### src/hdl/sliding_window_z_clusterer_macros.svh
// assertion macros for the sliding window z clusterer
`ifndef SLIDING_WINDOW_Z_CLUSTERER_MACROS_SVH
`define SLIDING_WINDOW_Z_CLUSTERER_MACROS_SVH
`ifndef SYNTHESIS
`define SWZC_ASSERT(label, clk, rst, prop, msg) \
   label: assert property (@(posedge clk) disable iff (rst) (prop)) else $error(msg);
`define SWZC_ASSERT_NEXT(label, clk, rst, ante, cons, msg) \
   label: assert property (@(posedge clk) disable iff (rst) (ante) |=> (cons)) else $error(msg);
`else
`define SWZC_ASSERT(label, clk, rst, prop, msg)
`define SWZC_ASSERT_NEXT(label, clk, rst, ante, cons, msg)
`endif
`endif

### src/hdl/swzc_pkg.sv
// shared types and constants of the sliding window z clusterer
`default_nettype none
package swzc_pkg;

   localparam int TAG_W   = 10;
   localparam int COUNT_W = 10;
   localparam int SIZE_W  = 11;
   localparam int DIST_W  = 20;
   localparam int RUN_W   = 21;
   localparam int IDX_W   = 3;

   localparam logic [RUN_W-1:0]   RUN_CAP   = 21'h1FFFFF;
   localparam logic [COUNT_W-1:0] COUNT_CAP = 10'h3FF;

   typedef enum logic [IDX_W-1:0] {
      CSR_CLUSTER_LENGTH = 3'd0,
      CSR_BREAKING_DIST  = 3'd1,
      CSR_ADDING_DIST    = 3'd2,
      CSR_USE_MAX_GAP    = 3'd3,
      CSR_IGNORE_LEVEL   = 3'd4
   } csr_index_type;

   typedef struct packed {
      logic [DIST_W-1:0] cluster_length_um;
      logic [DIST_W-1:0] breaking_distance_um;
      logic [DIST_W-1:0] adding_distance_um;
      logic              use_max_gap;
      logic [SIZE_W-1:0] ignore_level;
   } csr_type;

   typedef struct packed {
      logic [TAG_W-1:0]   tag_out;
      logic [COUNT_W-1:0] cluster_number;
      logic               starts_cluster;
      logic               closed_kept;
      logic [SIZE_W-1:0]  closed_size;
      logic               final_kept;
      logic [SIZE_W-1:0]  final_size;
   } rsp_item_type;

endpackage
`default_nettype wire

### src/hdl/swzc_req_if.sv
// track input channel
`default_nettype none
interface swzc_req_if #(
   parameter int Z_WIDTH = 20
) ();
   logic                      valid;
   logic                      ready;
   logic [9:0]                track_tag;
   logic signed [Z_WIDTH-1:0] z0_um;
   logic                      last_in_event;

   modport source (output valid, track_tag, z0_um, last_in_event, input ready);
   modport sink   (input valid, track_tag, z0_um, last_in_event, output ready);
endinterface
`default_nettype wire

### src/hdl/swzc_rsp_if.sv
// cluster result channel
`default_nettype none
interface swzc_rsp_if import swzc_pkg::*; ();
   logic               valid;
   logic               ready;
   logic [TAG_W-1:0]   tag_out;
   logic [COUNT_W-1:0] cluster_number;
   logic               starts_cluster;
   logic               closed_kept;
   logic [SIZE_W-1:0]  closed_size;
   logic               final_kept;
   logic [SIZE_W-1:0]  final_size;

   modport source (output valid, tag_out, cluster_number, starts_cluster, closed_kept,
                   closed_size, final_kept, final_size, input ready);
   modport sink   (input valid, tag_out, cluster_number, starts_cluster, closed_kept,
                   closed_size, final_kept, final_size, output ready);
endinterface
`default_nettype wire

### src/hdl/swzc_csr.sv
// configuration registers
`default_nettype none
module swzc_csr import swzc_pkg::*; (
   input  wire logic              clock,
   input  wire logic              reset,
   input  wire logic              csr_we,
   input  wire logic [IDX_W-1:0]  csr_index,
   input  wire logic [DIST_W-1:0] csr_wdata,
   output csr_type                cfg
);

   csr_type cfg_ff, cfg_in;

   always_comb begin
      cfg_in = cfg_ff;
      if (csr_we) begin
         case (csr_index)
            CSR_CLUSTER_LENGTH: cfg_in.cluster_length_um    = csr_wdata;
            CSR_BREAKING_DIST:  cfg_in.breaking_distance_um = csr_wdata;
            CSR_ADDING_DIST:    cfg_in.adding_distance_um   = csr_wdata;
            CSR_USE_MAX_GAP:    cfg_in.use_max_gap          = csr_wdata[0];
            CSR_IGNORE_LEVEL:   cfg_in.ignore_level         = csr_wdata[SIZE_W-1:0];
            default:            cfg_in = cfg_ff;
         endcase
      end
   end

   always_ff @(posedge clock) begin
      if (reset) begin
         cfg_ff.cluster_length_um    <= 20'd5000;
         cfg_ff.breaking_distance_um <= 20'd3000;
         cfg_ff.adding_distance_um   <= 20'd100;
         cfg_ff.use_max_gap          <= 1'b0;
         cfg_ff.ignore_level         <= '0;
      end else begin
         cfg_ff <= cfg_in;
      end
   end

   assign cfg = cfg_ff;

endmodule
`default_nettype wire

### src/hdl/swzc_core.sv
// event state and per-track split decision
`default_nettype none
module swzc_core import swzc_pkg::*; #(
   parameter int MAX_TRACKS = 1024,
   parameter int Z_WIDTH    = 20
) (
   input  wire logic                      clock,
   input  wire logic                      reset,
   input  wire logic                      step_en,
   input  wire logic [TAG_W-1:0]          track_tag,
   input  wire logic signed [Z_WIDTH-1:0] z0_um,
   input  wire logic                      last_in_event,
   input  wire csr_type                   cfg,
   output rsp_item_type                   result
);

   localparam int DW = Z_WIDTH + 1;
   localparam int CW = (Z_WIDTH > RUN_W) ? Z_WIDTH : RUN_W;
   localparam int SIZE_CAP_I = (MAX_TRACKS < 2047) ? MAX_TRACKS : 2047;
   localparam logic [SIZE_W-1:0] SIZE_CAP = SIZE_W'(SIZE_CAP_I);
   localparam logic [CW-1:0] RUN_CAP_C = CW'(RUN_CAP);

   logic               first_ff, first_in;
   logic [Z_WIDTH-1:0] start_z_ff, start_z_in;
   logic [Z_WIDTH-1:0] prev_z_ff, prev_z_in;
   logic [RUN_W-1:0]   run_ff, run_in;
   logic [SIZE_W-1:0]  size_ff, size_in;
   logic [COUNT_W-1:0] count_ff, count_in;

   logic [Z_WIDTH-1:0] z_u;
   logic [DW-1:0]      gap_diff, gap_neg, span_diff, span_neg;
   logic [Z_WIDTH-1:0] gap_mag, span_mag;
   logic [CW-1:0]      gap_c, span_c, add_c;
   logic [RUN_W-1:0]   gap_sat;
   logic               split;

   assign z_u = z0_um;

   // sign-extended differences, magnitude always fits in Z_WIDTH bits
   assign gap_diff  = {z_u[Z_WIDTH-1], z_u} - {prev_z_ff[Z_WIDTH-1], prev_z_ff};
   assign span_diff = {z_u[Z_WIDTH-1], z_u} - {start_z_ff[Z_WIDTH-1], start_z_ff};
   assign gap_neg   = -gap_diff;
   assign span_neg  = -span_diff;
   assign gap_mag   = gap_diff[DW-1]  ? gap_neg[Z_WIDTH-1:0]  : gap_diff[Z_WIDTH-1:0];
   assign span_mag  = span_diff[DW-1] ? span_neg[Z_WIDTH-1:0] : span_diff[Z_WIDTH-1:0];

   assign gap_c  = CW'(gap_mag);
   assign span_c = CW'(span_mag);
   assign add_c  = cfg.use_max_gap ? CW'(run_ff) : CW'(cfg.adding_distance_um);

   assign split = ((span_c > CW'(cfg.cluster_length_um)) && (gap_c > add_c)) ||
                  (gap_c > CW'(cfg.breaking_distance_um));

   assign gap_sat = (gap_c > RUN_CAP_C) ? RUN_CAP : gap_c[RUN_W-1:0];

   always_comb begin
      first_in   = first_ff;
      start_z_in = start_z_ff;
      prev_z_in  = prev_z_ff;
      run_in     = run_ff;
      size_in    = size_ff;
      count_in   = count_ff;
      result     = '0;
      result.tag_out = track_tag;

      if (first_ff) begin
         count_in   = '0;
         size_in    = SIZE_W'(1);
         start_z_in = z_u;
         run_in     = '0;
         result.starts_cluster = 1'b1;
      end else begin
         if (split) begin
            result.closed_size    = size_ff;
            result.closed_kept    = (size_ff > cfg.ignore_level);
            result.starts_cluster = 1'b1;
            size_in    = SIZE_W'(1);
            start_z_in = z_u;
            if (count_ff != COUNT_CAP) begin
               count_in = count_ff + COUNT_W'(1);
            end
         end else if (size_ff < SIZE_CAP) begin
            size_in = size_ff + SIZE_W'(1);
         end
         // largest gap of the event is tracked in either mode
         if (gap_sat > run_ff) begin
            run_in = gap_sat;
         end
      end
      prev_z_in = z_u;

      if (last_in_event) begin
         result.final_size = size_in;
         result.final_kept = (size_in > cfg.ignore_level);
      end
      first_in = last_in_event;
      result.cluster_number = count_in;
   end

   always_ff @(posedge clock) begin
      if (reset) begin
         first_ff   <= 1'b1;
         start_z_ff <= '0;
         prev_z_ff  <= '0;
         run_ff     <= '0;
         size_ff    <= '0;
         count_ff   <= '0;
      end else if (step_en) begin
         first_ff   <= first_in;
         start_z_ff <= start_z_in;
         prev_z_ff  <= prev_z_in;
         run_ff     <= run_in;
         size_ff    <= size_in;
         count_ff   <= count_in;
      end
   end

endmodule
`default_nettype wire

### src/hdl/sliding_window_z_clusterer.sv
// a track is registered in the input stage, then its result in the output register
// throughput: one track per cycle while results drain; the split decision is combinational
// a stalled result holds in the output register; input stage refills as it drains
// reset: synchronous, active high; config returns to defaults and a new event begins
// reset clears all valid flags; nothing is in flight after reset
`default_nettype none
`include "sliding_window_z_clusterer_macros.svh"
module sliding_window_z_clusterer import swzc_pkg::*; #(
   parameter int MAX_TRACKS = 1024,
   parameter int Z_WIDTH    = 20
) (
   input  wire logic              clock,
   input  wire logic              reset,
   swzc_req_if.sink               req_ch,
   swzc_rsp_if.source             rsp_ch,
   input  wire logic              csr_we,
   input  wire logic [IDX_W-1:0]  csr_index,
   input  wire logic [DIST_W-1:0] csr_wdata
);

   csr_type      cfg;
   rsp_item_type result;

   logic                      s1_valid_ff, s1_valid_in;
   logic [TAG_W-1:0]          s1_tag_ff;
   logic signed [Z_WIDTH-1:0] s1_z_ff;
   logic                      s1_last_ff;
   logic                      out_valid_ff, out_valid_in;
   rsp_item_type              out_ff;
   logic                      out_free, s1_adv, req_xfer;

   swzc_csr u_csr (
      .clock     (clock),
      .reset     (reset),
      .csr_we    (csr_we),
      .csr_index (csr_index),
      .csr_wdata (csr_wdata),
      .cfg       (cfg)
   );

   swzc_core #(
      .MAX_TRACKS (MAX_TRACKS),
      .Z_WIDTH    (Z_WIDTH)
   ) u_core (
      .clock         (clock),
      .reset         (reset),
      .step_en       (s1_adv),
      .track_tag     (s1_tag_ff),
      .z0_um         (s1_z_ff),
      .last_in_event (s1_last_ff),
      .cfg           (cfg),
      .result        (result)
   );

   assign out_free     = !out_valid_ff || rsp_ch.ready;
   assign s1_adv       = s1_valid_ff && out_free;
   assign req_ch.ready = !s1_valid_ff || out_free;
   assign req_xfer     = req_ch.valid && req_ch.ready;

   assign s1_valid_in  = req_xfer || (s1_valid_ff && !s1_adv);
   assign out_valid_in = s1_adv || (out_valid_ff && !rsp_ch.ready);

   always_ff @(posedge clock) begin
      if (reset) begin
         s1_valid_ff  <= 1'b0;
         out_valid_ff <= 1'b0;
      end else begin
         s1_valid_ff  <= s1_valid_in;
         out_valid_ff <= out_valid_in;
      end
   end

   always_ff @(posedge clock) begin
      if (req_xfer) begin
         s1_tag_ff  <= req_ch.track_tag;
         s1_z_ff    <= req_ch.z0_um;
         s1_last_ff <= req_ch.last_in_event;
      end
      if (s1_adv) begin
         out_ff <= result;
      end
   end

   assign rsp_ch.valid          = out_valid_ff;
   assign rsp_ch.tag_out        = out_ff.tag_out;
   assign rsp_ch.cluster_number = out_ff.cluster_number;
   assign rsp_ch.starts_cluster = out_ff.starts_cluster;
   assign rsp_ch.closed_kept    = out_ff.closed_kept;
   assign rsp_ch.closed_size    = out_ff.closed_size;
   assign rsp_ch.final_kept     = out_ff.final_kept;
   assign rsp_ch.final_size     = out_ff.final_size;

   `SWZC_ASSERT_NEXT(a_input_captured, clock, reset, req_xfer, s1_valid_ff, "transfer lost")
   `SWZC_ASSERT_NEXT(a_result_loaded, clock, reset, s1_adv, out_valid_ff, "result lost")
   `SWZC_ASSERT(a_close_on_start, clock, reset,
      !rsp_ch.valid || rsp_ch.closed_size == '0 || rsp_ch.starts_cluster,
      "cluster closed without a new one starting")
   `SWZC_ASSERT(a_final_cap, clock, reset,
      !rsp_ch.valid || rsp_ch.final_size <= SIZE_W'((MAX_TRACKS < 2047) ? MAX_TRACKS : 2047),
      "final size above cap")

endmodule
`default_nettype wire

### src/flat_wrapper.sv
// flat-port wrapper written by rule: the top's interface ports become plain ports
module sliding_window_z_clusterer_flat import swzc_pkg::*;
#(
   parameter int MAX_TRACKS = 1024,
   parameter int Z_WIDTH    = 20
)
  (clock, reset, csr_we, csr_index, csr_wdata, req_ch_valid, req_ch_track_tag, req_ch_z0_um, req_ch_last_in_event, req_ch_ready, rsp_ch_valid, rsp_ch_tag_out, rsp_ch_cluster_number, rsp_ch_starts_cluster, rsp_ch_closed_kept, rsp_ch_closed_size, rsp_ch_final_kept, rsp_ch_final_size, rsp_ch_ready);
  swzc_req_if #(.Z_WIDTH(Z_WIDTH)) req_ch_i ();
  swzc_rsp_if rsp_ch_i ();
  input  wire logic clock;
  input  wire logic reset;
  input  wire logic csr_we;
  input  wire logic [IDX_W-1:0] csr_index;
  input  wire logic [DIST_W-1:0] csr_wdata;
  input wire logic [$bits(req_ch_i.valid)-1:0] req_ch_valid;
  input wire logic [$bits(req_ch_i.track_tag)-1:0] req_ch_track_tag;
  input wire logic [$bits(req_ch_i.z0_um)-1:0] req_ch_z0_um;
  input wire logic [$bits(req_ch_i.last_in_event)-1:0] req_ch_last_in_event;
  output wire logic [$bits(req_ch_i.ready)-1:0] req_ch_ready;
  output wire logic [$bits(rsp_ch_i.valid)-1:0] rsp_ch_valid;
  output wire logic [$bits(rsp_ch_i.tag_out)-1:0] rsp_ch_tag_out;
  output wire logic [$bits(rsp_ch_i.cluster_number)-1:0] rsp_ch_cluster_number;
  output wire logic [$bits(rsp_ch_i.starts_cluster)-1:0] rsp_ch_starts_cluster;
  output wire logic [$bits(rsp_ch_i.closed_kept)-1:0] rsp_ch_closed_kept;
  output wire logic [$bits(rsp_ch_i.closed_size)-1:0] rsp_ch_closed_size;
  output wire logic [$bits(rsp_ch_i.final_kept)-1:0] rsp_ch_final_kept;
  output wire logic [$bits(rsp_ch_i.final_size)-1:0] rsp_ch_final_size;
  input wire logic [$bits(rsp_ch_i.ready)-1:0] rsp_ch_ready;
  assign req_ch_i.valid = req_ch_valid;
  assign req_ch_i.track_tag = req_ch_track_tag;
  assign req_ch_i.z0_um = req_ch_z0_um;
  assign req_ch_i.last_in_event = req_ch_last_in_event;
  assign req_ch_ready = req_ch_i.ready;
  assign rsp_ch_valid = rsp_ch_i.valid;
  assign rsp_ch_tag_out = rsp_ch_i.tag_out;
  assign rsp_ch_cluster_number = rsp_ch_i.cluster_number;
  assign rsp_ch_starts_cluster = rsp_ch_i.starts_cluster;
  assign rsp_ch_closed_kept = rsp_ch_i.closed_kept;
  assign rsp_ch_closed_size = rsp_ch_i.closed_size;
  assign rsp_ch_final_kept = rsp_ch_i.final_kept;
  assign rsp_ch_final_size = rsp_ch_i.final_size;
  assign rsp_ch_i.ready = rsp_ch_ready;
  sliding_window_z_clusterer #(.MAX_TRACKS(MAX_TRACKS), .Z_WIDTH(Z_WIDTH)) u_core (.clock(clock), .reset(reset), .req_ch(req_ch_i), .rsp_ch(rsp_ch_i), .csr_we(csr_we), .csr_index(csr_index), .csr_wdata(csr_wdata));
endmodule
### config.mk
export PLATFORM = sky130hd
export DESIGN_NAME = sliding_window_z_clusterer_flat
export DESIGN_NICKNAME = d
export VERILOG_FILES = /design/src/hdl/swzc_pkg.sv /design/src/hdl/swzc_req_if.sv /design/src/hdl/swzc_rsp_if.sv /design/src/hdl/swzc_csr.sv /design/src/hdl/swzc_core.sv /design/src/hdl/sliding_window_z_clusterer.sv /design/src/flat_wrapper.sv
export VERILOG_INCLUDE_DIRS = /design/src /design/src/hdl
export SDC_FILE = /design/constraint.sdc
export NUM_CORES = 1
export LEC_CHECK = 0
export BUFFER_PORTS_ARGS = -buffer_cell sky130_fd_sc_hd__buf_2
export CAP_MARGIN = 20
export CELL_PAD_IN_SITES_DETAIL_PLACEMENT = 2
export CELL_PAD_IN_SITES_GLOBAL_PLACEMENT = 2
export CORE_ASPECT_RATIO = 0.5
export CORE_MARGIN = 2
export CORE_UTILIZATION = 38
export DETAILED_ROUTE_END_ITERATION = 6
export GPL_TIMING_DRIVEN = 0
export PLACE_DENSITY = 0.93
export SLEW_MARGIN = 20
export SYNTH_ARGS = -nofsm -noshare
export SYNTH_HDL_FRONTEND = slang
export SYNTH_SLANG_ARGS = --single-unit
### constraint.sdc
create_clock -name clock -period 7.4 [get_ports clock]
set_input_delay 1.11 -clock clock [delete_from_list [all_inputs] [get_ports clock]]
set_output_delay 1.11 -clock clock [all_outputs]
set_load 0.02 [all_outputs]
# Word-level counts from Yosys, hierarchy flattened
# Index checks and enable logic that the tools add are counted.
# totals
word_cells	83
latch_bits	0
input_bits	59
ramBits	0
register_bits	233
mem_count	0
mem_bits_ro	0
output_inout_bits	47
# op_classes
reduce_logical	25
n_lt_le_gt_ge	8
n_mul	0
n_addsub	6
n_eq_ne	5
shifts	0
mux	15
div	0
bitwise_logic	1
# op_table
op	count
21-bit two-way mux	4
20-bit two-way mux	4
20-bit by 20-bit subtractor with 21-bit output	2
20-bit greater-than comparator	2
20-bit negation	2
11-bit two-way mux	3
10-bit two-way mux	3
11-bit greater-than comparator	2
20-bit by 21-bit greater-than comparator with 1-bit output	1
20-bit by 21-bit greater-than comparator with 1-bit output, second input constant	1
21-bit greater-than comparator	1
2-bit AND reduction	7
13-bit two-way mux	1
11-bit by 1-bit adder with 11-bit output, second input constant	1
11-bit less-than comparator, second input constant	1
10-bit by 1-bit adder with 10-bit output, second input constant	1
10-bit inequality test, second input constant	1
3-bit by 2-bit == test with 1-bit output, second input constant	2
1-bit logical AND	5
1-bit logical OR	5
1-bit zero test	4
2-bit nonzero test	2
3-bit by 1-bit == test with 1-bit output, second input constant	1
3-bit == test, second input constant	1
other kinds (3)	3

# Depth between registers and ports, before layout
# logic_depth
depth_word	9
depth_mapped	34
ltp_nobuf	33

# Hierarchy
# From an unflattened synthesis, not the netlist that was laid out.
# unflattened
hier_cells	1627
hier_area_um2	14970.6
# modules_own_cells
module	area_per_inst_um2	n_inst	seq_area_each_um2	cells_each
swzc_core	9671.8	1	1641.6	1268
swzc_csr	2912.8	1	1441.4	273
sliding_window_z_clusterer	2386.0	1	2322.2	86

# Worst setup path after synthesis
# OpenSTA, ideal clock, no wires.
# synth_path
path_type	register to register
from	register u_core.s1_z_ff[0]
to	register u_core.out_ff (netlist bit u_core.rsp_ch.final_kept), data pin
arrival_ns	6.405
path_slack_ns	0.734
setup_ns	0.261
n_path_buf	1
required_ns	7.139
period_less_slack_ns	6.666
path_stages_with_launch	34
cell_sequence	edfxtp_1 inv_1 ha_1 fa_1 nor2b_1 o2111ai_1 a21bo_1 a22oi_1 nor4b_1 a211oi_1 o2111ai_1 nor2_1 mux2_1 or3_1 ha_1 nand4_1 nor2_1 a22oi_1 o21ai_0 o21ba_2 a221o_1 clkbuf_1 nor2_1 ha_1 nor2b_1 o21a_1 o21a_1 o21a_1 o21a_1 o21a_1 o21a_1 o21a_1 o21ai_0 a21oi_1
# synth_via
elab_chain_len	9
elab_cells_between_ends	14
classes_between	add/sub: 4; order compare: 4; mux: 4; reduce/logical: 2
# synth_lines
item	line_no	source
from (decl)	sliding_window_z_clusterer.sv:26	logic signed [Z_WIDTH-1:0] s1_z_ff;
from (signal assigned)	sliding_window_z_clusterer.sv:76	s1_z_ff <= req_ch.z0_um;
20-bit by 20-bit subtractor with 21-bit output (on tied branches)	swzc_core.sv:40, swzc_core.sv:41	
20-bit negation (on tied branches)	swzc_core.sv:42, swzc_core.sv:43	
20-bit two-way mux (on tied branches)	swzc_core.sv:44, swzc_core.sv:45	
20-bit by 21-bit greater-than comparator with 1-bit output / 20-bit greater-than comparator (equally long branches)	swzc_core.sv:51	assign split = ((span_c > CW'(cfg.cluster_length_um)) && (gap_c > add_c)) ||
1-bit logical AND	swzc_core.sv:51	
1-bit logical OR (*)	swzc_core.sv:51	
11-bit two-way mux (*)	swzc_core.sv:73	if (split) begin
11-bit two-way mux (*)	swzc_core.sv:66	if (first_ff) begin
via u_core.u_core.size_in[1]	swzc_core.sv:27	logic [SIZE_W-1:0] size_ff, size_in;
11-bit greater-than comparator (*)	swzc_core.sv:94	result.final_kept = (size_in > cfg.ignore_level);
to (signal assigned)	sliding_window_z_clusterer.sv:80	out_ff <= result;
to (decl)	sliding_window_z_clusterer.sv:29	rsp_item_type out_ff;
# The timed path passes the listed nets; every way through them passes the cells marked *.
# A chain may end at the register's enable or synchronous reset.

# Final worst setup path
# layout_path
from	register u_core.s1_z_ff[12]
to	register u_core.out_ff (netlist bit u_core.rsp_ch.final_kept), data pin
# layout_via
elab_chain_len	9
elab_cells_between_ends	14
classes_between	add/sub: 4; order compare: 4; mux: 4; reduce/logical: 2
# layout_lines
item	line_no
20-bit by 20-bit subtractor with 21-bit output (on tied branches)	swzc_core.sv:40, swzc_core.sv:41
20-bit negation (on tied branches)	swzc_core.sv:42, swzc_core.sv:43
20-bit two-way mux (on tied branches)	swzc_core.sv:44, swzc_core.sv:45
20-bit by 21-bit greater-than comparator with 1-bit output / 20-bit greater-than comparator (equally long branches)	swzc_core.sv:51
1-bit logical AND	swzc_core.sv:51
1-bit logical OR (*)	swzc_core.sv:51
11-bit two-way mux (*)	swzc_core.sv:73
11-bit two-way mux (*)	swzc_core.sv:66
11-bit greater-than comparator (*)	swzc_core.sv:94
# Every way passes the cells marked *; elsewhere a longest branch is shown, timed or not.

==> metrics.yaml <==
global_routing:
  grt_pass1_wl_um: 132000
  grt_max_degree: 51
  grt_usage: 0.451
  overflow: 0
  antenna_found_initial: 10
  grt_pass1_vias: 18300
floorplanning:
  ioPinCount: 106
  die_x_um: 281
  die_h_um: 142
  core_um2: 37500
  rows: 50
  die-area_um2: 40000
  initial_utilization: 0.388
clock_network:
  ctsRootBufferMaster: "clkbuf_16"
  clk_pin_slew_ns: 0.08
  h-tree-depth: 1
  cts_buffers: 25
  cts.path.max_buffers: 3
  cts_tree: "built"
  insertion_delay_ns: 0.63
  clkSinkCount: 232
yosys:
  synth_top_family_by_area: "simple AND/OR/NAND/NOR gates"
  synth_edf_count: 76
  synth_fa_ha_area_frac: 0.128
  yosysSeqAreaShare: 0.372
  synthMuxAreaShare: 0.0223
  synth_compound_area_frac: 0.186
  synth-xor-area-share: 0.0421
  synthesis.nets: 1930
  ys.warnings.count: 0
  synth_cells: 1723
  synthArstFlopShare: 0
  yosys.area_share.simple: 0.195
  ys.flop_type: "dfxtp_1"
  synth_cell_types: 80
  ys_ff_latch: 232
  syn_avg_cell_area_um2: 8.44
  synth_area_um2: 14500
finish:
  finalNetCount: 2149
  drive_gt1_frac: 0.213
  nFillCells: 3967
  fin_area_um2: 18500
  layout_common_cells: "nand2_1 (285), a21oi_1 (157), dfxtp_1 (156)"
  syn2layout_area_growth_pct: 26.9
  final_common_cell: "nand2_1"
placement:
  place_area_um2: 15800
  post-dp-hpwl_um: 45700
  pre_cts_slack_ns: -1.20
  place.port_buffers: 105
  gp_congestion: 0.862
drt:
  dr.pass1.iters: 6
  routed_wl_um: 105000
  antenna_left: 0
  viasPerCell: 7.42
  num_vias: 18300
  drt_iter0_markers: 2554
  drc: 0
  wl_per_cell_um: 42.8
worst_setup_path:
  cp.arrival_ns: 8.92
  cp_common_cell: "o21a_1"
  cp_slowest_cell: "nor4_1"
  worstSetupPathType: "flop to flop"
  critPathLaunchType: "flop"
  critPathRequiredTime_ns: 7.76
  cpPeakStageDelay_ns: 0.88
  worst-r2r-setup-slack_ns: -1.15
  end_kind: "flop"
  path_max_fanout: 10
pwr:
  p_leak_nw: 6.96
  ir_worst_vdd_mv: 0.166
  power.density_nw_per_um2: 255
sta:
  tightest_slew_ns: 1.33
  finalHoldViolCount: 0
  finalWorstSetupSlack_ns: -1.15
  slew_viol_final: 0
  relSlewSlack: 0.116
  fin_crit_sh: 1.16
  finalSetupViolCount: 58
  grt_setup_unrepaired: "yes"
  clock_skew_ns: 0.0568
  min_period_ns: 8.55
  max_freq_ghz: 0.117
run_status:
  outcome: "finished, violations left"
  failed_checks: "negative setup slack"
worst_hold_path:
  hold_path.class: "flop to flop"
job:
  drv_cap: 0
power breakdown:
group | leakage [nW] | switching, mW | total, mW | internal (mW)
clock | 0.399 | 0.725 | 1.47 | 0.750
sequential | 1.98 | 0.0532 | 1.42 | 1.36
combinational | 4.58 | 1.20 | 1.81 | 0.611
total | 6.96 | 1.98 | 4.70 | 2.72
metal layers:
metal | share of wire | track usage | up-vias
li1 | - | - | 6478
met1 | 0.34 | 0.505 | 8695
met2 | 0.41 | 0.726 | 2097
met3 | 0.14 | 0.130 | 988
met4 | 0.12 | 0.368 | 6
met5 | 0.00033 | 0 | -
cells by family (layout without fill, tap and decap cells):
kind of cell             count (synthesis)  in the layout
AND/OR/NAND/NOR                        615            615
AO/OA/AOI/OAI                          421            421
flip-flops                             232            232
buffers and inverters                  205            443
adder cells (fa/ha/maj)                148            148
XOR/XNOR                                70             70
multiplexers                            32             32
other                                    0              7
flip-flops by register name (all words and copies together) (netlist names), 10 cells and up:
| signal | cells |
|---|---|
| u_core.rsp_ch.tag_out | 10 |
| u_core.s1_z_ff | 20 |
| u_core.u_core.run_ff | 20 |
| u_core.rsp_ch.final_size | 11 |
| u_core.u_core.size_ff | 11 |
| u_core.rsp_ch.cluster_number | 10 |
| u_core.u_csr.cfg | 72 |
| u_core.s1_tag_ff | 10 |
| u_core.u_core.count_ff | 10 |
| u_core.u_core.start_z_ff | 20 |
| u_core.u_core.prev_z_ff | 20 |
| u_core.rsp_ch.closed_size | 11 |
cells in the mapped netlist, types with 28 or more instances:
| cell type | number | share of area |
|---|---|---|
| o21ai_0 | 40 | 0.014 |
| and2_1 | 30 | 0.013 |
| nor3_1 | 33 | 0.011 |
| ha_1 | 146 | 0.13 |
| dfxtp_1 | 156 | 0.21 |
| a21oi_1 | 178 | 0.061 |
| nor2_1 | 115 | 0.030 |
| edfxtp_1 | 76 | 0.16 |
| inv_1 | 133 | 0.034 |
| xnor2_1 | 43 | 0.026 |
| nand2_1 | 286 | 0.074 |
| a21o_1 | 39 | 0.020 |
| clkbuf_1 | 57 | 0.015 |
| mux2i_1 | 29 | 0.020 |
| o21a_1 | 28 | 0.014 |
final cells by class:
cell class              instances  area [um2]  share of cell area
diodes                          7        17.5            0.000949
clock inverters                 6        98.8             0.00536
inverters                     133         502              0.0272
multi-input cells            1286        9490               0.514
well taps                     494         618              0.0335
plain buffers                  69         334              0.0181
repair buffers                195        1260              0.0683
flip-flops and latches        232        5410               0.293
clock buffers                  40         723              0.0392
critical path: cells and delay by family (launching register included):
kind	cells	cell delay, ns
DFF	1	0.50
and+or+nand+nor	8	2.73
buffers and inverters	1	0.22
xor gates and xnor gates	2	0.36
AOI/OAI and AO/OA	16	3.45
adders and majority gates	3	1.03
final timing paths:
path / start / end / cells after the start
hold reg to reg: u_core.s1_tag_ff[3] / u_core.rsp_ch.tag_out[3] / 0
hold / removal: u_core.s1_tag_ff[3] / u_core.rsp_ch.tag_out[3] / 0
setup reg to reg: u_core.s1_z_ff[12] / u_core.rsp_ch.final_kept / 30
setup / recovery: u_core.s1_z_ff[12] / u_core.rsp_ch.final_kept / 30
metrics by stage:
step | setup TNS (ns) | utilization | cells | hold WS (ns) | total power, mW
6_report | -20.23 | 0.492 | 2462 | 0.426 | 4.70
5_1_grt | -9.93 | 0.491 | 2455 | 0.425 | 4.70
4_1_cts | 0 | 0.470 | 2416 | 0.426 | 4.12
3_5_place_dp | -1.20 | 0.420 | 2324 | 0.411 | 2.51
3_3_place_gp | -0.755 | 0.418 | 2322 | 0.400 | 2.39
2_1_floorplan | 0 | - | 1723 | 0.400 | 2.12
repair_timing:
action                                  4_1_cts  5_1_grt
pin swaps                                    41       48
endpoints found under the setup margin       39       13
hold buffers                                  0        0
buffers inserted                             48       40
gates resized for setup                     135       96
No activity file was read; power rests on OpenSTA's default activity.
